<file path="config.mk">
export PLATFORM = sky130hd
export DESIGN_NAME = crc_checked_frame_receiver
export DESIGN_NICKNAME = d
export VERILOG_FILES = /design/src/hdl/crc_frm_pkg.sv /design/src/hdl/crc_frm_parse.sv /design/src/hdl/crc_frm_outreg.sv /design/src/hdl/crc_checked_frame_receiver.sv
export SDC_FILE = /design/constraint.sdc
export NUM_CORES = 1
export LEC_CHECK = 0
export ABC_CLOCK_PERIOD_IN_PS = 16700
export BUFFER_PORTS_ARGS = -buffer_cell sky130_fd_sc_hd__buf_2
export CAP_MARGIN = 20
export CORE_MARGIN = 8
export CORE_UTILIZATION = 62
export DETAILED_ROUTE_END_ITERATION = 7
export PLACE_DENSITY = 0.84
export SETUP_SLACK_MARGIN = 0.05
export SLEW_MARGIN = 20
export SYNTH_ARGS = -nofsm -noshare
export SYNTH_HDL_FRONTEND = slang
export SYNTH_HIERARCHICAL = 1
export SYNTH_SLANG_ARGS = --single-unit
</file>
<file path="constraint.sdc">
create_clock -name clk -period 16.7 [get_ports clk]
set_input_delay 3.34 -clock clk [delete_from_list [all_inputs] [get_ports clk]]
set_output_delay 3.34 -clock clk [all_outputs]
set_load 0.05 [all_outputs]
</file>
<file path="src/hdl/crc_frm_pkg.sv">
// ----------------------------------------------------------------------------
// CRC frame receiver package
// Shared types, constants and the CRC-16 byte update for the length-prefixed
// frame receiver.
// ----------------------------------------------------------------------------
package crc_frm_pkg;

  // CRC-16 with polynomial 0x1021, MSB first, no final xor.
  localparam logic [15:0] CRC_INIT = 16'hFFFF;
  localparam logic [15:0] CRC_POLY = 16'h1021;

  // Frame layout limits and byte positions.
  localparam logic [7:0] MIN_FRAME  = 8'd4;
  localparam logic [7:0] MIN_STATUS = 8'd19;
  localparam int         POS_FIRST  = 2;   // first byte of the X position word
  localparam int         FLAG_FIRST = 14;  // byte that carries the X switch flag
  localparam int         NUM_AXES   = 3;

  // Configuration register indexes.
  localparam int         CFG_IDX_W        = 2;
  localparam logic [1:0] CFG_STATUS_TYPE  = 2'd0;
  localparam logic [1:0] CFG_ACK_TYPE     = 2'd1;
  localparam logic [1:0] CFG_ERROR_TYPE   = 2'd2;

  // Output data width: 115 payload bits padded to whole bytes.
  localparam int OUT_DATA_W = 120;

  typedef enum logic [2:0] {
    KIND_STATUS    = 3'd0,
    KIND_ACK       = 3'd1,
    KIND_ERROR     = 3'd2,
    KIND_UNKNOWN   = 3'd3,
    KIND_CRC_BAD   = 3'd4,
    KIND_MALFORMED = 3'd5
  } frame_kind_t;

  typedef struct packed {
    frame_kind_t        kind;
    logic [7:0]         ftype;
    logic [7:0]         fsize;
    logic signed [31:0] pos_x;
    logic signed [31:0] pos_y;
    logic signed [31:0] pos_z;
    logic               lim_x;
    logic               lim_y;
    logic               lim_z;
  } frame_result_t;

  // Type codes that select the frame classification.
  typedef struct packed {
    logic [7:0] status_code;
    logic [7:0] ack_code;
    logic [7:0] error_code;
  } type_codes_t;

  // One byte through the CRC, eight shift steps unrolled.
  function automatic logic [15:0] crc16_byte(input logic [15:0] crc, input logic [7:0] b);
    logic [15:0] c;
    c = crc ^ {b, 8'h00};
    for (int k = 0; k < 8; k++) begin
      if (c[15]) begin
        c = {c[14:0], 1'b0} ^ CRC_POLY;
      end else begin
        c = {c[14:0], 1'b0};
      end
    end
    return c;
  endfunction

endpackage

</file>
<file path="src/hdl/crc_frm_parse.sv">
// ----------------------------------------------------------------------------
// CRC frame parser
// Holds the per-frame state, runs the CRC, captures the status payload and
// classifies a frame on its last byte.
// ----------------------------------------------------------------------------
module crc_frm_parse (
  input  logic                       clk,
  input  logic                       rst_n,
  input  logic                       go,        // consume the presented byte
  input  logic [7:0]                 rx_byte,
  input  crc_frm_pkg::type_codes_t   codes,
  output logic                       emit,      // presented byte ends a frame
  output crc_frm_pkg::frame_result_t result
);

  logic [7:0]  idx_r, idx_nxt;
  logic [7:0]  len_r, len_nxt;
  logic [7:0]  type_r, type_nxt;
  logic [15:0] crc_r, crc_nxt;
  logic [7:0]  prev_r;
  logic [31:0] pos_r [crc_frm_pkg::NUM_AXES];
  logic [2:0]  flags_r;

  logic [7:0]  eff_len;
  logic [7:0]  eff_type;
  logic        short_len;
  logic        crc_upd;
  logic        last_byte;
  logic [15:0] got_crc;

  // Length and type as seen by this byte.
  assign eff_len   = (idx_r == 8'd0) ? rx_byte : len_r;
  assign eff_type  = (idx_r == 8'd1) ? rx_byte : type_r;
  assign short_len = (idx_r == 8'd0) && (rx_byte < crc_frm_pkg::MIN_FRAME);
  assign crc_upd   = ({1'b0, idx_r} + 9'd2) < {1'b0, eff_len};
  assign last_byte = ({1'b0, idx_r} + 9'd1) >= {1'b0, eff_len};
  assign emit      = short_len || last_byte;

  // The sender's CRC arrives low byte first.
  assign got_crc = {rx_byte, prev_r};

  // Next frame state.
  always_comb begin
    len_nxt  = eff_len;
    type_nxt = eff_type;
    if (emit) begin
      idx_nxt = 8'd0;
      crc_nxt = crc_frm_pkg::CRC_INIT;
    end else begin
      idx_nxt = idx_r + 8'd1;
      crc_nxt = crc_upd ? crc_frm_pkg::crc16_byte(crc_r, rx_byte) : crc_r;
    end
  end

  // Result classification.
  always_comb begin
    result       = '0;
    result.ftype = eff_type;
    result.fsize = eff_len;
    if (short_len) begin
      result.kind  = crc_frm_pkg::KIND_MALFORMED;
      result.ftype = 8'd0;
    end else if (got_crc != crc_r) begin
      result.kind = crc_frm_pkg::KIND_CRC_BAD;
    end else if (eff_type == codes.status_code) begin
      if (eff_len < crc_frm_pkg::MIN_STATUS) begin
        result.kind = crc_frm_pkg::KIND_MALFORMED;
      end else begin
        result.kind  = crc_frm_pkg::KIND_STATUS;
        result.pos_x = pos_r[0];
        result.pos_y = pos_r[1];
        result.pos_z = pos_r[2];
        result.lim_x = flags_r[0];
        result.lim_y = flags_r[1];
        result.lim_z = flags_r[2];
      end
    end else if (eff_type == codes.ack_code) begin
      result.kind = crc_frm_pkg::KIND_ACK;
    end else if (eff_type == codes.error_code) begin
      result.kind = crc_frm_pkg::KIND_ERROR;
    end else begin
      result.kind = crc_frm_pkg::KIND_UNKNOWN;
    end
  end

  // Frame control state.
  always_ff @(posedge clk) begin
    if (!rst_n) begin
      idx_r   <= 8'd0;
      len_r   <= 8'd0;
      type_r  <= 8'd0;
      crc_r   <= crc_frm_pkg::CRC_INIT;
      flags_r <= 3'd0;
    end else if (go) begin
      idx_r  <= idx_nxt;
      len_r  <= len_nxt;
      type_r <= type_nxt;
      crc_r  <= crc_nxt;
      for (int k = 0; k < crc_frm_pkg::NUM_AXES; k++) begin
        if (idx_r == 8'(crc_frm_pkg::FLAG_FIRST + k)) begin
          flags_r[k] <= (rx_byte == 8'd1);
        end
      end
    end
  end

  // Payload capture: previous byte and the little-endian position words.
  always_ff @(posedge clk) begin
    if (go) begin
      prev_r <= rx_byte;
      for (int w = 0; w < crc_frm_pkg::NUM_AXES; w++) begin
        for (int k = 0; k < 4; k++) begin
          if (idx_r == 8'(crc_frm_pkg::POS_FIRST + 4 * w + k)) begin
            pos_r[w][8*k +: 8] <= rx_byte;
          end
        end
      end
    end
  end

`ifndef SYNTHESIS
  a_restart_idx: assert property (@(posedge clk) disable iff (!rst_n)
    go && emit |=> idx_r == 8'd0)
    else $error("byte index did not restart after a frame result");

  a_restart_crc: assert property (@(posedge clk) disable iff (!rst_n)
    go && emit |=> crc_r == crc_frm_pkg::CRC_INIT)
    else $error("CRC did not restart after a frame result");

  a_status_len: assert property (@(posedge clk) disable iff (!rst_n)
    go && emit && result.kind == crc_frm_pkg::KIND_STATUS
      |-> result.fsize >= crc_frm_pkg::MIN_STATUS)
    else $error("status result issued for a short frame");
`endif

endmodule

</file>
<file path="src/hdl/crc_frm_outreg.sv">
// ----------------------------------------------------------------------------
// CRC frame output register
// Holds one frame result until the downstream side takes it.
// ----------------------------------------------------------------------------
module crc_frm_outreg (
  input  logic                       clk,
  input  logic                       rst_n,
  input  logic                       load,
  input  crc_frm_pkg::frame_result_t load_data,
  input  logic                       take,
  output logic                       valid,
  output logic                       free,      // can load in this cycle
  output crc_frm_pkg::frame_result_t data
);

  logic                       vld_r, vld_nxt;
  crc_frm_pkg::frame_result_t data_r;

  assign free  = !vld_r || take;
  assign valid = vld_r;
  assign data  = data_r;

  // Valid flag: set on load, cleared when the beat is taken.
  always_comb begin
    if (load) begin
      vld_nxt = 1'b1;
    end else if (take) begin
      vld_nxt = 1'b0;
    end else begin
      vld_nxt = vld_r;
    end
  end

  always_ff @(posedge clk) begin
    if (!rst_n) begin
      vld_r <= 1'b0;
    end else begin
      vld_r <= vld_nxt;
    end
  end

  always_ff @(posedge clk) begin
    if (load) begin
      data_r <= load_data;
    end
  end

endmodule

</file>
<file path="src/hdl/crc_checked_frame_receiver.sv">
// ----------------------------------------------------------------------------
// CRC-checked frame receiver
// Top level: input byte register, type code registers, frame parser and
// result register.
// ----------------------------------------------------------------------------
// The receiver takes one byte per beat, one byte per clock cycle while the
// result register can take each frame result; the parser's CRC byte update is
// combinational. A byte is held in the input register until the parser takes
// it; a frame result is loaded into the output register when the parser takes
// its last byte (or a length byte below four). While a result waits on the
// output, the block still takes bytes that do not end a frame, and one more
// byte parks in the input register. Type codes are written on the configuration
// port, which is always ready; write them only while no frame is in progress.
module crc_checked_frame_receiver (
  input  logic                                  clk,
  input  logic                                  rst_n,
  // Input byte stream.
  input  logic                                  in_tvalid,
  output logic                                  in_tready,
  input  logic [7:0]                            in_tdata,   // [7:0] rx_byte
  // Frame results.
  output logic                                  out_tvalid,
  input  logic                                  out_tready,
  // [7:0] frame_type, [15:8] frame_size, [47:16] position_x,
  // [79:48] position_y, [111:80] position_z, [112] limit_x,
  // [113] limit_y, [114] limit_z, [119:115] zero
  output logic [crc_frm_pkg::OUT_DATA_W-1:0]    out_tdata,
  output logic [2:0]                            out_tuser,  // [2:0] frame_kind
  // Configuration writes.
  input  logic                                  cfg_valid,
  output logic                                  cfg_ready,
  input  logic [crc_frm_pkg::CFG_IDX_W-1:0]     cfg_index,
  input  logic [7:0]                            cfg_data
);

  logic                       in_vld_r, in_vld_nxt;
  logic [7:0]                 in_byte_r;
  logic                       go;
  logic                       emit;
  logic                       out_free;
  crc_frm_pkg::type_codes_t   codes_r;
  crc_frm_pkg::frame_result_t result;
  crc_frm_pkg::frame_result_t out_res;

  // Configuration registers.
  assign cfg_ready = 1'b1;

  always_ff @(posedge clk) begin
    if (!rst_n) begin
      codes_r.status_code <= 8'd1;
      codes_r.ack_code    <= 8'd2;
      codes_r.error_code  <= 8'd3;
    end else if (cfg_valid && cfg_ready) begin
      case (cfg_index)
        crc_frm_pkg::CFG_STATUS_TYPE: codes_r.status_code <= cfg_data;
        crc_frm_pkg::CFG_ACK_TYPE:    codes_r.ack_code    <= cfg_data;
        crc_frm_pkg::CFG_ERROR_TYPE:  codes_r.error_code  <= cfg_data;
        default: ;
      endcase
    end
  end

  // The parser consumes the held byte unless it ends a frame and the
  // result register is still occupied.
  assign go        = in_vld_r && (!emit || out_free);
  assign in_tready = !in_vld_r || go;

  always_comb begin
    if (in_tvalid && in_tready) begin
      in_vld_nxt = 1'b1;
    end else if (go) begin
      in_vld_nxt = 1'b0;
    end else begin
      in_vld_nxt = in_vld_r;
    end
  end

  always_ff @(posedge clk) begin
    if (!rst_n) begin
      in_vld_r <= 1'b0;
    end else begin
      in_vld_r <= in_vld_nxt;
    end
  end

  always_ff @(posedge clk) begin
    if (in_tvalid && in_tready) begin
      in_byte_r <= in_tdata;
    end
  end

  crc_frm_parse u_parse (
    .clk     (clk),
    .rst_n   (rst_n),
    .go      (go),
    .rx_byte (in_byte_r),
    .codes   (codes_r),
    .emit    (emit),
    .result  (result)
  );

  crc_frm_outreg u_outreg (
    .clk       (clk),
    .rst_n     (rst_n),
    .load      (go && emit),
    .load_data (result),
    .take      (out_tready),
    .valid     (out_tvalid),
    .free      (out_free),
    .data      (out_res)
  );

  // Pack the result beat.
  assign out_tuser = out_res.kind;
  assign out_tdata = {5'd0, out_res.lim_z, out_res.lim_y, out_res.lim_x,
                      out_res.pos_z, out_res.pos_y, out_res.pos_x,
                      out_res.fsize, out_res.ftype};

endmodule
</file>
# After elaboration in Yosys (flattened, before gate mapping)
# Memories as Yosys holds them, arrays and structs flattened. A register that Yosys moved wholly into a read port is not among the register bits.
# Cells that the tools add are included.
[word_totals]
mem_bits_rw = 96
word_cells = 160
register_bits = 107
latch_bits = 0
rom_bits = 0
out_inout_bits = 126
inputBits = 23
memories = 1
[op_classes]
order_cmp = 4
n_div = 0
n_mul = 0
addsub = 3
eq_ne = 23
n_mux = 71
reduce_logical = 27
bitwise = 10
n_shift = 0
[mem_list]
columns = ["name", "words", "word_bits", "read_ports", "rd_ports_with_merged_regs", "write_ports", "line_no", "text"]
rows = [
  ["u_parse.pos_r", 3, 32, 3, 3, 1, "crc_frm_parse.sv:21", "logic [31:0] pos_r [crc_frm_pkg::NUM_AXES];"],
]
[ops]
columns = ["cell", "n"]
rows = [
  ["2-to-1 mux 16 bit", 9],
  ["2-to-1 mux 13 bit", 8],
  ["== test 8 x 4 -> 1 bit, second input constant", 8],
  ["2-to-1 mux 32 bit", 2],
  ["OR reduction 32 bit", 2],
  ["2-to-1 mux 1 bit", 42],
  ["== test 8 x 3 -> 1 bit, second input constant", 4],
  ["== test 8 bit", 3],
  ["2-to-1 mux 8 bit", 3],
  ["NOT 3 bit", 8],
  ["== test 8 x 1 -> 1 bit, second input constant", 2],
  ["== test 8 x 2 -> 1 bit, second input constant", 2],
  ["!= test 16 bit", 1],
  ["bitwise XOR 16 bit", 1],
  ["AND reduction 2 bit", 7],
  ["adder 8 x 1 -> 9 bit, second input constant", 1],
  ["adder 8 x 2 -> 9 bit, second input constant", 1],
  ["greater-or-equal comparator 9 x 8 -> 1 bit", 1],
  ["< comparator 9 x 8 -> 1 bit", 1],
  ["2-to-1 mux 3 bit", 3],
  ["adder 8 x 1 -> 8 bit, second input constant", 1],
  ["== test 8 x 5 -> 1 bit, second input constant", 1],
  ["zero test 8 bit", 1],
  ["< comparator 8 x 3 -> 1 bit, second input constant", 1],
  ["other kinds (13)", 25],
]

# Longest topological paths before layout
[depth]
ltp_word = 27
depth_mapped = 20
ltp_nobuf = 19

# Hierarchy
# Netlist, hierarchy kept.
[modules_own_cells]
columns = ["mod", "area_each_um2", "seq_area_each_um2", "n_inst", "cells_per_inst"]
rows = [
  ["crc_frm_parse", 7378.3, 3983.8, 1, 675],
  ["crc_frm_outreg", 3592.2, 3563.4, 1, 122],
  ["crc_checked_frame_receiver", 1285.0, 740.7, 1, 116],
]

# Worst setup path before layout
# No wires, ideal clock.
[synth_timing]
kind = "input -> output"
startpoint = "in out_tready"
endpoint = "out in_tready"
arrival_ns = 3.983
t_required_ns = 13.360
path_stages = 2
path_slack_ns = 9.377
path_buffers = 0
path_cell_list = "nand2b_4 nand3b_1"
[synth_between]
elab_chain_cells = 4
[synth_lines]
columns = ["item", "line_no", "text"]
rows = [
  ["from (decl)", "crc_checked_frame_receiver.sv:23", "input logic out_tready,"],
  ["logical OR 1 bit", "crc_frm_outreg.sv:19", "assign free = !vld_r || take;"],
  ["logical OR 1 bit", "crc_checked_frame_receiver.sv:65", "assign go = in_vld_r && (!emit || out_free);"],
  ["logical AND 1 bit", "crc_checked_frame_receiver.sv:65", ""],
  ["logical OR 1 bit", "crc_checked_frame_receiver.sv:66", "assign in_tready = !in_vld_r || go;"],
  ["to (decl)", "crc_checked_frame_receiver.sv:19", "output logic in_tready,"],
]
# Every way passes these cells.

# Worst setup path in the final report
[layout_timing]
startpoint = "reg u_parse.idx_r[0]"
endpoint = "out in_tready"
[layout_between]
elab_chain_cells = 8
word_cells_on_any_way = 10
cone_classes = "1 x add/sub; 1 x order compare; 1 x mux; 7 x reduce/logical"
[layout_lines]
columns = ["item", "line_no", "text"]
rows = [
  ["from (decl)", "crc_frm_parse.sv:16", "logic [7:0] idx_r, idx_nxt;"],
  ["from (signal assigned)", "crc_frm_parse.sv:95", "idx_r <= idx_nxt;"],
  ["branches (longest 3 deep; another with adder 8 x 1 -> 9 bit)", "-", ""],
  ["logical OR 1 bit (*)", "crc_frm_parse.sv:37", "assign emit = short_len || last_byte;"],
  ["net emit", "crc_checked_frame_receiver.sv:39", "logic emit;"],
  ["zero test 1 bit (*)", "crc_checked_frame_receiver.sv:65", ""],
  ["logical OR 1 bit (*)", "crc_checked_frame_receiver.sv:65", ""],
  ["logical AND 1 bit (*)", "crc_checked_frame_receiver.sv:65", ""],
  ["logical OR 1 bit (*)", "crc_checked_frame_receiver.sv:66", ""],
]
# Mark *: on every way through the listed nets, which the timed path passes.

==> metrics.csv <==
metric;value;unit
outcome;finished clean;
grt_pass1_wl;40.3;mm
path_buf_inv;3;
min_path_cells;2;
post-route-min-period;8.60;ns
switching_share;21.9;%
fmax;0.116;GHz
internal_power;1.25;mW
cts_buffer_depth;3;
cp.arrival;5.26;ns
wl_per_cell;20.1;um
synth_adder_area_share;1.94;%
async_flop_share;0;%
rsz0062_at_grt;false;
cts.sinks;299;
first_pass_iters;5;
diodes;0;
worstPathRequired;13.36;ns
path_cells;inv_1, ha_1, nor3b_1, nand2_1, mux2i_1, ha_1, and3_1, a221o_1, or3_1, a21oi_2, inv_1, nand3b_1, buf_2;
grt_pass1_vias;7155;
startpoint;u_parse/idx_r[0];
post_drt_via_cell_ratio;5.67;
final.period_utilization;51.5;%
setup_violations;0;
initial_core_util;63.0;%
synth-xor-area-share;5.15;%
highest_layer;met4;
irDropWorstVdd;78.0;uV
r2r_end;u_parse/pos_r[1][0];
max_slew.worst_pin.slew;1.04;ns
synthCells;913;
drt-total-wl;26.9;mm
yosys_most_used_dff;edfxtp_1;
synth-edff-count;230;
yosys.area_share.simple;12.6;%
nNetsFinal;1092;
overflow;0;
die_h;157;um
gp_congestion;0.903;
synthMuxAreaShare;3.02;%
core_area;19500;um2
hold_viol;0;
syn_avg_cell_area;13.4;um2
cts_max_level;1;
final_common_cell;edfxtp_1;
yosys_warnings;6;
pwr-share-clk;40.7;%
maxCapViolations;0;
num_rows;51;
die-width;157;um
wl_met2;12.5;mm
drive_gt1_share;19.1;%
insertion_delay;0.53;ns
dpl.hpwl;17.5;mm
comb_power_share;7.8;%
synth_top_family_by_area;simple AND/OR/NAND/NOR gates;
die_area;24500;um2
clkTransAtPathRegs;0.06;ns
finalMaxSlewViolations;0;
hold_start;codes_r[10];
switching_power;351;uW
antenna_found_initial;0;
crit_path_start_kind;flip-flop;
ys_types;64;
numCtsBuffers;28;
critPathKind;reg2out;
cpPeakStageDelay;0.61;ns
syn-cell-area;12300;um2
cts-root-buf;clkbuf_16;
ys_ff_latch;299;
min_path_type;reg2reg;
worstReg2RegStart;u_parse/idx_r[0];
finClkSkew;0.0152;ns
worst-r2r-setup-slack;9.74;ns
rr_worst_depth;17;
power-per-cell-area;114;nW/um2
ant_nets;0;
syn2layout_area_growth;15.1;%
cts_resized;0;
critPathSlowestCell;nor3b_1;
io-pin-count;149;
drc;0;
slew_headroom;30.2;%
hold_path_end;codes_r[10];
cp_max_fo;14;
layout_common_cells;230 x edfxtp_1, 142 x buf_2, 100 x and2_1;
hold_buffers;0;
nFillCells;1231;
synth-compound-area-share;5.87;%
cts_setup_buffers;0;
met1_length;11.2;mm
fin_setup_tns;0;ns
yosysSeqAreaShare;67.6;%
vias;7571;
placement.io_buffers;142;
wl_met3;2.52;mm
crit_path_end_kind;output pin;
path_depth;13;
cts_tree;done;
power_leakage;5.06;nW
final_util;72.5;%
drt_iter0_drc;624;
grt.total_usage;21.4;%
crit_family;simple AND/OR/NAND/NOR gates;
seqPwrFrac;51.5;%
grt_max_degree;71;
-- synthesized netlist by cell type, types with 4 or more instances --
library cell	instances	share of area [%]
nand4_1	11	0.56
buf_4	6	0.37
nor2b_1	8	0.41
nand3b_1	4	0.25
a21boi_0	4	0.25
nor3_1	13	0.53
a32oi_1	11	0.79
edfxtp_1	230	56
a21oi_1	23	0.94
clkbuf_1	20	0.61
ha_1	19	1.9
mux2i_1	37	3.0
o21ai_0	10	0.41
o221ai_1	4	0.29
buf_2	13	0.53
nand3_1	22	0.90
clkbuf_2	8	0.33
nor2_1	38	1.2
xnor2_1	50	3.6
and2_1	100	5.1
o22ai_1	4	0.20
nand2_1	68	2.1
xor2_1	22	1.6
inv_1	43	1.3
buf_6	4	0.37
dfxtp_1	69	11
a211oi_1	13	0.80
and3_1	5	0.26
-- kinds of logic (layout without fill, tap and decap cells) --
group	Yosys count	count (layout)
simple gates	287	287
other cells	2	6
buf+inv	96	250
compound gates	101	101
fa+ha+maj	19	19
xor+xnor	72	72
flops	299	299
mux	37	37
-- through the flow --
stage / setup slack [ns] / instance area (um2) / std cells / power, mW / hold slack (ns)
6_report: 8.10 / 14100 / 1336 / 1.60 / 0.474
5_1_grt: 7.80 / 14100 / 1336 / 1.65 / 0.494
4_1_cts: 8.17 / 14100 / 1336 / 1.61 / 0.478
3_5_place_dp: 8.79 / 13100 / 1285 / 0.962 / 0.470
3_3_place_gp: 8.99 / 13100 / 1285 / 0.961 / 0.463
2_1_floorplan: 9.38 / 12300 / 917 / 0.932 / 0.445
-- layer usage --
| layer | vias to the layer above | global-route usage, % |
|---|---|---|
| met5 | - | 0 |
| met4 | 0 | 6.68 |
| met3 | 66 | 3.31 |
| met2 | 390 | 35.0 |
| met1 | 3608 | 29.2 |
| li1 | 3507 | - |
-- worst register-to-register path: cells and delay by family (launching register included) --
family / cells / cell delay [ns]
multiplexers: 1 / 0.48
adder cells (fa/ha/maj): 2 / 0.51
AND/OR/NAND/NOR: 7 / 2.96
AO/OA/AOI/OAI: 3 / 0.91
flip-flops: 1 / 0.40
buffers and inverters: 4 / 1.31
-- state kept, by name, summed over array words and instances (netlist names) --
register         cells
u_parse/flags_r      3
codes_r             24
u_outreg/valid       1
u_parse/crc_r       16
u_outreg/data      118
in_vld_r             1
in_byte_r            8
u_parse/type_r       8
u_parse/pos_r       96
u_parse/prev_r       8
u_parse/len_r        8
u_parse/idx_r        8
-- layout make-up --
| cell class | instances | area, um2 | area share, % |
|---|---|---|---|
| Sequential cell | 299 | 8290 | 58.8 |
| Multi-Input combinational cell | 522 | 3550 | 25.2 |
| Timing Repair Buffer | 156 | 816 | 5.78 |
| Clock buffer | 36 | 752 | 5.33 |
| Tap cell | 265 | 332 | 2.35 |
| Clock inverter | 15 | 205 | 1.46 |
| Inverter | 43 | 161 | 1.14 |
-- power by group through the flow --
stage / clock, mW / sequential (mW) / combinational, mW
global placement: 0 / 0.839 / 0.121
global route: 0.686 / 0.826 / 0.134
CTS: 0.659 / 0.824 / 0.123
floorplan: 0 / 0.851 / 0.0804
finish: 0.652 / 0.825 / 0.125
detailed placement: 0 / 0.840 / 0.122
-- how the worst max path moves through the flow --
stage | endpoint | slack [ns]
finish | in_tready | 8.10
global route | in_tready | 7.80
CTS | in_tready | 8.17
detailed placement | in_tready | 8.79
global placement | in_tready | 8.99
floorplan | in_tready | 9.38
(Power assumes the default switching activity.)
